==> config.mk <==
export PLATFORM = sky130hd
export DESIGN_NAME = tree_ancestor_query
export DESIGN_NICKNAME = d
export VERILOG_FILES = /design/src/hw/rtl/taq_pkg.sv /design/src/hw/rtl/taq_colmem.sv /design/src/hw/rtl/taq_ctrl.sv /design/src/hw/rtl/tree_ancestor_query.sv
export VERILOG_INCLUDE_DIRS = /design/src /design/src/hw/rtl
export SDC_FILE = /design/constraint.sdc
export NUM_CORES = 1
export LEC_CHECK = 0
export ABC_CLOCK_PERIOD_IN_PS = 4500
export BUFFER_PORTS_ARGS = -buffer_cell sky130_fd_sc_hd__buf_2
export CORE_MARGIN = 2
export CORE_UTILIZATION = 30
export CTS_BUF_LIST = sky130_fd_sc_hd__clkbuf_16
export DETAILED_ROUTE_END_ITERATION = 12
export PLACE_DENSITY_LB_ADDON = 0.2
export RECOVER_POWER = 100
export SYNTH_ARGS = -nofsm -noshare
export SYNTH_HDL_FRONTEND = slang
export SYNTH_SLANG_ARGS = --single-unit
export TNS_END_PERCENT = 10
==> constraint.sdc <==
create_clock -name clk -period 4.5 [get_ports clk]
set_input_delay 0.225 -clock clk [delete_from_list [all_inputs] [get_ports clk]]
set_output_delay 0.225 -clock clk [all_outputs]
set_load 0.01 [all_outputs]
==> src/hw/rtl/assert_macros.svh <==
// Assertion helpers shared by the RTL modules.
// Each expects clk and rst_n in the scope where it is used.
`ifndef ASSERT_MACROS_SVH
`define ASSERT_MACROS_SVH

// Same-cycle implication
`define ASSERT_IMPL(lbl, ante, cons) \
  lbl: assert property (@(posedge clk) disable iff (!rst_n) (ante) |-> (cons)) \
    else $error("same-cycle implication violated");

// Next-cycle implication
`define ASSERT_NEXT(lbl, ante, cons) \
  lbl: assert property (@(posedge clk) disable iff (!rst_n) (ante) |=> (cons)) \
    else $error("next-cycle implication violated");

`endif

==> src/hw/rtl/taq_pkg.sv <==
package taq_pkg;

  // Width of the node index fields on the ports
  localparam int unsigned NODE_W = 6;

  // Item kinds
  localparam logic KIND_LOAD  = 1'b0;
  localparam logic KIND_QUERY = 1'b1;

  // Controller states
  typedef enum logic [2:0] {
    ST_IDLE,
    ST_LDWR,
    ST_READ,
    ST_EVAL,
    ST_DONE
  } taq_state_t;

  // Finished result handed from the controller to the output register
  typedef struct packed {
    logic valid;
    logic path_found;
    logic bad_index;
    logic matrix_full;
  } taq_res_t;

endpackage

==> src/hw/rtl/taq_colmem.sv <==
module taq_colmem import taq_pkg::*; #(
  parameter int unsigned NODES = 16,
  localparam int unsigned IdxW = $clog2(NODES)
) (
  input  logic             clk,
  input  logic             rd_en,
  input  logic [IdxW-1:0]  rd_addr,
  output logic [NODES-1:0] rd_data_r,
  input  logic             wr_en,
  input  logic [IdxW-1:0]  wr_addr,
  input  logic [NODES-1:0] wr_data
);

  // One word per column: bit r of word c is the edge r -> c
  logic [NODES-1:0] mem_r [NODES];

  // Write port
  always_ff @(posedge clk) begin
    if (wr_en) begin
      mem_r[wr_addr] <= wr_data;
    end
  end

  // Registered read port
  always_ff @(posedge clk) begin
    if (rd_en) begin
      rd_data_r <= mem_r[rd_addr];
    end
  end

endmodule

==> src/hw/rtl/taq_ctrl.sv <==
`include "assert_macros.svh"

module taq_ctrl import taq_pkg::*; #(
  parameter int unsigned NODES = 16,
  localparam int unsigned IdxW = $clog2(NODES)
) (
  input  logic              clk,
  input  logic              rst_n,
  input  logic              in_valid,
  output logic              in_stall,
  input  logic              in_kind,
  input  logic              in_cell_bit,
  input  logic [NODE_W-1:0] in_from_node,
  input  logic [NODE_W-1:0] in_to_node,
  output logic              mem_rd_en,
  output logic [IdxW-1:0]   mem_rd_addr,
  input  logic [NODES-1:0]  mem_rd_data,
  output logic              mem_wr_en,
  output logic [IdxW-1:0]   mem_wr_addr,
  output logic [NODES-1:0]  mem_wr_data,
  output taq_res_t          res,
  input  logic              res_take
);

  localparam logic [IdxW-1:0]   LastIdx = IdxW'(NODES - 1);
  localparam logic [NODE_W:0]   NodeLim = (NODE_W + 1)'(NODES);

  taq_state_t       state_r, state_nxt;
  logic [IdxW-1:0]  row_r, row_nxt;
  logic [IdxW-1:0]  col_r, col_nxt;
  logic             full_r, full_nxt;
  logic [IdxW-1:0]  cur_r, cur_nxt;
  logic [IdxW-1:0]  step_r, step_nxt;
  logic [IdxW-1:0]  from_r, from_nxt;
  logic             bit_r, bit_nxt;
  logic             found_r, found_nxt;
  logic             bad_r, bad_nxt;

  logic             query_bad;
  logic [NODES-1:0] row_lt;
  logic [NODES-1:0] col_vis;
  logic [NODES-1:0] lowest;
  logic [NODES-1:0] ld_data;
  logic [IdxW-1:0]  pred;
  logic             no_pred;
  logic             cell_hit;

  // Flag node indices outside the matrix
  assign query_bad = ({1'b0, in_from_node} >= NodeLim) || ({1'b0, in_to_node} >= NodeLim);

  // Rows already loaded; cells past the fill point read as zero
  always_comb begin
    for (int r = 0; r < NODES; r++) begin
      row_lt[r]  = IdxW'(r) < row_r;
      col_vis[r] = full_r || row_lt[r] || ((IdxW'(r) == row_r) && (cur_r < col_r));
    end
  end

  // Lowest predecessor: isolate the lowest set bit, then encode it
  always_comb begin
    logic [NODES-1:0] col_q;
    col_q   = mem_rd_data & col_vis;
    lowest  = col_q & (~col_q + NODES'(1));
    no_pred = (col_q == '0);
    cell_hit = col_q[from_r];
    pred    = '0;
    for (int i = 0; i < NODES; i++) begin
      if (lowest[i]) begin
        pred = pred | IdxW'(i);
      end
    end
  end

  // Merge the new cell into the loaded part of its column
  always_comb begin
    ld_data         = mem_rd_data & row_lt;
    ld_data[row_r]  = bit_r;
  end

  // State and counter registers
  always_ff @(posedge clk) begin
    if (!rst_n) begin
      state_r <= ST_IDLE;
      row_r   <= '0;
      col_r   <= '0;
      full_r  <= 1'b0;
    end else begin
      state_r <= state_nxt;
      row_r   <= row_nxt;
      col_r   <= col_nxt;
      full_r  <= full_nxt;
    end
  end

  // Walk and word registers
  always_ff @(posedge clk) begin
    cur_r   <= cur_nxt;
    step_r  <= step_nxt;
    from_r  <= from_nxt;
    bit_r   <= bit_nxt;
    found_r <= found_nxt;
    bad_r   <= bad_nxt;
  end

  // Next state and memory control
  always_comb begin
    state_nxt   = state_r;
    row_nxt     = row_r;
    col_nxt     = col_r;
    full_nxt    = full_r;
    cur_nxt     = cur_r;
    step_nxt    = step_r;
    from_nxt    = from_r;
    bit_nxt     = bit_r;
    found_nxt   = found_r;
    bad_nxt     = bad_r;
    mem_rd_en   = 1'b0;
    mem_rd_addr = col_r;
    mem_wr_en   = 1'b0;
    mem_wr_addr = col_r;
    mem_wr_data = ld_data;

    unique case (state_r)
      ST_IDLE: begin
        if (in_valid) begin
          bit_nxt   = in_cell_bit;
          found_nxt = 1'b0;
          bad_nxt   = 1'b0;
          if (in_kind == KIND_LOAD) begin
            if (full_r) begin
              state_nxt = ST_DONE;
            end else begin
              mem_rd_en = 1'b1;
              state_nxt = ST_LDWR;
            end
          end else if (query_bad) begin
            bad_nxt   = 1'b1;
            state_nxt = ST_DONE;
          end else begin
            cur_nxt   = in_to_node[IdxW-1:0];
            from_nxt  = in_from_node[IdxW-1:0];
            step_nxt  = '0;
            state_nxt = ST_READ;
          end
        end
      end

      ST_LDWR: begin
        // Write back the column and advance the fill point
        mem_wr_en = 1'b1;
        if (col_r == LastIdx) begin
          col_nxt = '0;
          if (row_r == LastIdx) begin
            full_nxt = 1'b1;
          end else begin
            row_nxt = row_r + 1'b1;
          end
        end else begin
          col_nxt = col_r + 1'b1;
        end
        state_nxt = ST_DONE;
      end

      ST_READ: begin
        mem_rd_en   = 1'b1;
        mem_rd_addr = cur_r;
        state_nxt   = ST_EVAL;
      end

      ST_EVAL: begin
        priority if (cur_r == from_r) begin
          found_nxt = 1'b1;
          state_nxt = ST_DONE;
        end else if (cell_hit) begin
          found_nxt = 1'b1;
          state_nxt = ST_DONE;
        end else if (no_pred || (step_r == LastIdx)) begin
          state_nxt = ST_DONE;
        end else begin
          cur_nxt   = pred;
          step_nxt  = step_r + 1'b1;
          state_nxt = ST_READ;
        end
      end

      ST_DONE: begin
        if (res_take) begin
          state_nxt = ST_IDLE;
        end
      end

      default: begin
        state_nxt = ST_IDLE;
      end
    endcase
  end

  assign in_stall        = (state_r != ST_IDLE);
  assign res.valid       = (state_r == ST_DONE);
  assign res.path_found  = found_r;
  assign res.bad_index   = bad_r;
  assign res.matrix_full = full_r;

  `ASSERT_IMPL(a_wr_only_unfull, mem_wr_en, !full_r && (state_r == ST_LDWR))
  `ASSERT_NEXT(a_full_sticky, full_r, full_r)
  `ASSERT_IMPL(a_res_excl, res.valid, !(found_r && bad_r))
  `ASSERT_NEXT(a_take_to_idle, res.valid && res_take, state_r == ST_IDLE)

endmodule

==> src/hw/rtl/tree_ancestor_query.sv <==
// Channel | Handshake          | Word fields
// in_     | in_valid/in_stall  | kind, cell_bit, from_node, to_node
// out_    | out_valid/out_stall| path_found, bad_index, matrix_full
//
// A load reads its column and writes it back before the result; an ignored
// load or a bad query goes straight to the result. A query walks back over
// predecessors; each step is one column read of the matrix memory plus a
// priority encode. After reset the matrix needs no clearing pass: the fill
// counters make unloaded cells read as zero.
// The output register lets the next word in while a result waits.
module tree_ancestor_query import taq_pkg::*; #(
  parameter int unsigned NODES = 16
) (
  input  logic              clk,
  input  logic              rst_n,
  input  logic              in_valid,
  output logic              in_stall,
  input  logic              in_kind,
  input  logic              in_cell_bit,
  input  logic [NODE_W-1:0] in_from_node,
  input  logic [NODE_W-1:0] in_to_node,
  output logic              out_valid,
  input  logic              out_stall,
  output logic              out_path_found,
  output logic              out_bad_index,
  output logic              out_matrix_full
);

  localparam int unsigned IdxW = $clog2(NODES);

  logic             mem_rd_en;
  logic [IdxW-1:0]  mem_rd_addr;
  logic [NODES-1:0] mem_rd_data;
  logic             mem_wr_en;
  logic [IdxW-1:0]  mem_wr_addr;
  logic [NODES-1:0] mem_wr_data;
  taq_res_t         res;
  logic             res_take;

  logic             out_valid_r, out_valid_nxt;
  logic             found_r, bad_r, full_r;

  taq_ctrl #(.NODES(NODES)) u_ctrl (
    .clk          (clk),
    .rst_n        (rst_n),
    .in_valid     (in_valid),
    .in_stall     (in_stall),
    .in_kind      (in_kind),
    .in_cell_bit  (in_cell_bit),
    .in_from_node (in_from_node),
    .in_to_node   (in_to_node),
    .mem_rd_en    (mem_rd_en),
    .mem_rd_addr  (mem_rd_addr),
    .mem_rd_data  (mem_rd_data),
    .mem_wr_en    (mem_wr_en),
    .mem_wr_addr  (mem_wr_addr),
    .mem_wr_data  (mem_wr_data),
    .res          (res),
    .res_take     (res_take)
  );

  taq_colmem #(.NODES(NODES)) u_colmem (
    .clk       (clk),
    .rd_en     (mem_rd_en),
    .rd_addr   (mem_rd_addr),
    .rd_data_r (mem_rd_data),
    .wr_en     (mem_wr_en),
    .wr_addr   (mem_wr_addr),
    .wr_data   (mem_wr_data)
  );

  // Take a result when the output register is empty or draining
  assign res_take      = res.valid && (!out_valid_r || !out_stall);
  assign out_valid_nxt = res_take || (out_valid_r && out_stall);

  always_ff @(posedge clk) begin
    if (!rst_n) begin
      out_valid_r <= 1'b0;
    end else begin
      out_valid_r <= out_valid_nxt;
    end
  end

  // Hold the result word until it is taken
  always_ff @(posedge clk) begin
    if (res_take) begin
      found_r <= res.path_found;
      bad_r   <= res.bad_index;
      full_r  <= res.matrix_full;
    end
  end

  assign out_valid       = out_valid_r;
  assign out_path_found  = found_r;
  assign out_bad_index   = bad_r;
  assign out_matrix_full = full_r;

endmodule
==> flow_metrics.env <==
export IMPL_vdd_ir_drop_max_uv=195
export IMPL_numCtsBuffers=35
export IMPL_drive_gt1_share_pct=18.3
export IMPL_min_path_type="primary input to register"
export IMPL_final_util_pct=34.7
export IMPL_cts_resized=0
export IMPL_post_route_worst_setup_slack_ns=0.649
export IMPL_ant_nets=0
export IMPL_fmax_mhz=260
export IMPL_holdPathEnd="out_valid"
export IMPL_r2r_end="u_ctrl.cur_r[1]"
export IMPL_areaGrowthSynthToFinish_pct=14.6
export IMPL_stdcell_area_sq_um=14900
export IMPL_dr_pass1_iters=5
export IMPL_rsz0062_at_grt="no"
export IMPL_grt_overflow=0
export IMPL_clk_pin_slew_ns=0.06
export IMPL_maxSlewViolCount=136
export IMPL_final_cell_mix="290 x edfxtp_1, 72 x nand2_1, 64 x mux4_2"
export IMPL_setup_worst_path_start="u_ctrl.mem_wr_addr[3]"
export IMPL_min_delay_start="out_stall"
export IMPL_drt_iter0_drc=612
export IMPL_setup_tns_ns=0
export IMPL_grt_pass1_wl_um=48600
export IMPL_avgSynthCellArea_sq_um=16.2
export IMPL_hold_path_depth=4
export IMPL_htreeDepth=2
export IMPL_path_cells="inv_1, ha_1, a21oi_1, o21ai_1, o21ai_1, or2_1, nand2b_1, or2_0, o311ai_2, o22ai_1, clkbuf_1"
export IMPL_gp_congestion=0.812
export IMPL_hpwl_um=18800
export IMPL_vias=7184
export IMPL_core_area_sq_um=42900
export IMPL_synth_area_top_cells="edfxtp_1 67%, mux4_2 11%, nand2_1 2.1%"
export IMPL_rr_worst_depth=11
export IMPL_grt_pass1_vias=7284
export IMPL_totalWireLength_um=32900
export IMPL_tightest_slew_ns=1.74
export IMPL_cp_common_cell="o21ai_1"
export IMPL_rrSetupSlack_ns=0.65
export IMPL_netlist_instances=799
export IMPL_initial_core_util_pct=30.2
export IMPL_n_antenna_cell=0
export IMPL_portBuffers=22
export IMPL_yosysTopAreaCell="edfxtp_1"
export IMPL_postCtsSetupBuffers=0
export IMPL_synth_top_area_share_pct=67.1
export IMPL_synth_ff_type="edfxtp_1"
export IMPL_finalCritPeriodShare_pct=85.6
export IMPL_route_detailed_drc=0
export IMPL_cpMaxStageDelayCell="a21oi_1"
export IMPL_dieArea_sq_um=44900
export IMPL_synthArstFlopShare_pct=0
export IMPL_routed_via_density=4.95
export IMPL_power_density_nw_per_um2=398
export IMPL_syn_cell_area_sq_um=13000
export IMPL_fin_skew_ns=0.0208
export IMPL_violations="max-capacitance violations, max-slew violations"
export IMPL_place_area_sq_um=13900
export IMPL_cp_start_kind="register"
export IMPL_antenna_found_initial=0
export IMPL_crit_fanout=8
export IMPL_place_ws_ns=0.750
export IMPL_synthesis_nets=829
export IMPL_num_nets_final=871
export IMPL_cts_tree="built"
export IMPL_track_usage_pct=15.1
export IMPL_worst_ep_arrival_time_ns=4.06
export IMPL_finalHoldViolations=0
export IMPL_die_x_um=212
export IMPL_setup_violations_final=0
export IMPL_r2r_start="u_ctrl.mem_wr_addr[3]"
export IMPL_path_class="register to register"
export IMPL_num_fill_cells=4137
export IMPL_cts_hold_fix_buffers=6
export IMPL_clockBufferDepth=3
export IMPL_synth_distinct_cells=67
export IMPL_final_common_cell="edfxtp_1"
export IMPL_period_needed_ns=3.85
export IMPL_relSlewSlack_pct=-16.9
export IMPL_leakagePower_nw=4.73
export IMPL_synth_edf_count=290
export IMPL_maxCapViolCount=8
export IMPL_yosysSeqAreaShare_pct=69.1
export IMPL_clk_latency_ns=0.53
export IMPL_status="complete, but fails checks"
export IMPL_endpoint_kind="register"
export IMPL_ys_seq_elements=303
export IMPL_critical_path_required_ns=4.70
export IMPL_cts_sinks=303
export IMPL_grt_max_degree=65
export IMPL_max_stage_delay_ns=0.58
export IMPL_die_h_um=212
export IMPL_rows=76
export IMPL_root_buffer="clkbuf_16"
export IMPL_ios=23
export IMPL_wl_per_cell_um=22.7
export IMPL_ys_warn_count=0
==> cells in the mapped netlist, types with 2 or more instances <==
master    number
o211ai_2       2
nand2_1       72
a211o_1        2
inv_1         14
o211ai_1       3
and3_1         2
a21oi_1       21
clkinv_1       2
nand3_1       11
mux4_2        64
buf_2          7
and3b_1        2
nor3_1        10
mux2i_1        4
ha_1          12
a21oi_2        2
a21o_1         2
o31ai_1        3
or2_1          2
nand4_1        9
o21ai_1        8
a211oi_1      17
or3_1          2
buf_6          8
a31oi_1       21
o21a_1         5
nor2_1        52
o21ai_0       25
nor4_1         3
edfxtp_1     290
a311oi_1       2
nand2b_1       6
a22o_1         3
dfxtp_1       13
xor2_1         2
nor2b_1        5
buf_4          5
clkbuf_1      22
nor3b_1        4
xnor2_1        8
nor4b_1        2
and2_1        23
o22ai_1        2
nor3b_2        2
==> cell type report <==
type / count / area [sq um] / area share, %
Clock buffer: 35 / 876 / 5.89
Clock inverter: 28 / 171 / 1.15
Inverter: 16 / 60.1 / 0.404
Multi-Input combinational cell: 438 / 3760 / 25.3
Sequential cell: 303 / 8970 / 60.3
Tap cell: 585 / 732 / 4.92
Timing Repair Buffer: 47 / 303 / 2.04
==> where the power goes <==
group,internal (mW),switching (mW),total [mW]
clock,1.48,1.13,2.61
combinational,0.0930,0.101,0.194
sequential,3.08,0.0249,3.11
total,4.65,1.26,5.91
==> critical path, delay by kind of cell, from the launching register on <==
| kind | cells | cell delay, ns |
|---|---|---|
| fa+ha+maj | 1 | 0.37 |
| compound gates | 5 | 1.77 |
| simple gates | 3 | 0.52 |
| buf+inv | 2 | 0.40 |
| flops | 1 | 0.45 |
==> kinds of logic (layout without fill, tap and decap cells) <==
kind of cell | after synthesis | after routing | synth area share [%]
buffers and inverters | 58 | 126 | 2.35
adders and majority gates | 12 | 12 | 1.16
DFF | 303 | 303 | 69.1
muxes | 69 | 69 | 11.5
AOI/OAI and AO/OA | 133 | 133 | 7.06
and+or+nand+nor | 214 | 214 | 8.11
xor gates and xnor gates | 10 | 10 | 0.675
==> worst max-delay path by stage <==
stage	end	slack, ns	depth (start not counted)
finish	u_ctrl.cur_r[1]	0.65	11
global route	u_ctrl.cur_r[3]	0.33	11
CTS	u_ctrl.cur_r[3]	0.71	11
detailed placement	u_ctrl.cur_r[3]	0.75	11
global placement	u_ctrl.cur_r[3]	0.81	11
floorplan	u_ctrl.cur_r[0]	1.15	11
==> flip-flops by register name, summed over array words and instances (netlist names) <==
signal              flops
u_ctrl.bit_r            1
u_ctrl.step_r           4
out_matrix_full         1
u_ctrl.from_r           4
out_bad_index           1
out_path_found          1
u_ctrl.bad_r            1
u_colmem.mem_r        256
u_ctrl.full_r           1
u_ctrl.state_r          3
u_ctrl.row_r            4
u_colmem.rd_data_r     16
u_ctrl.cur_r            4
out_valid               1
u_ctrl.found_r          1
u_ctrl.mem_wr_addr      4
==> routing by layer <==
layer  part of all wire [%]  global-route usage, %  vias up
met5                      0                      0        -
met4                    2.0                   4.71        0
met3                    4.4                   2.30       47
met2                     47                   24.0      164
met1                     46                   21.2     3720
li1                       -                      -     3253
==> metrics by stage <==
step / hold WS, ns / std cells / total power [mW]
2_1_floorplan: 0.324 / 799 / 3.30
3_3_place_gp: 0.406 / 1383 / 3.36
3_5_place_dp: 0.403 / 1383 / 3.37
4_1_cts: 0.0246 / 1452 / 5.99
5_1_grt: 0.0401 / 1452 / 6.11
6_report: 0.0456 / 1452 / 5.91
No activity file was read; power rests on OpenSTA's default activity.
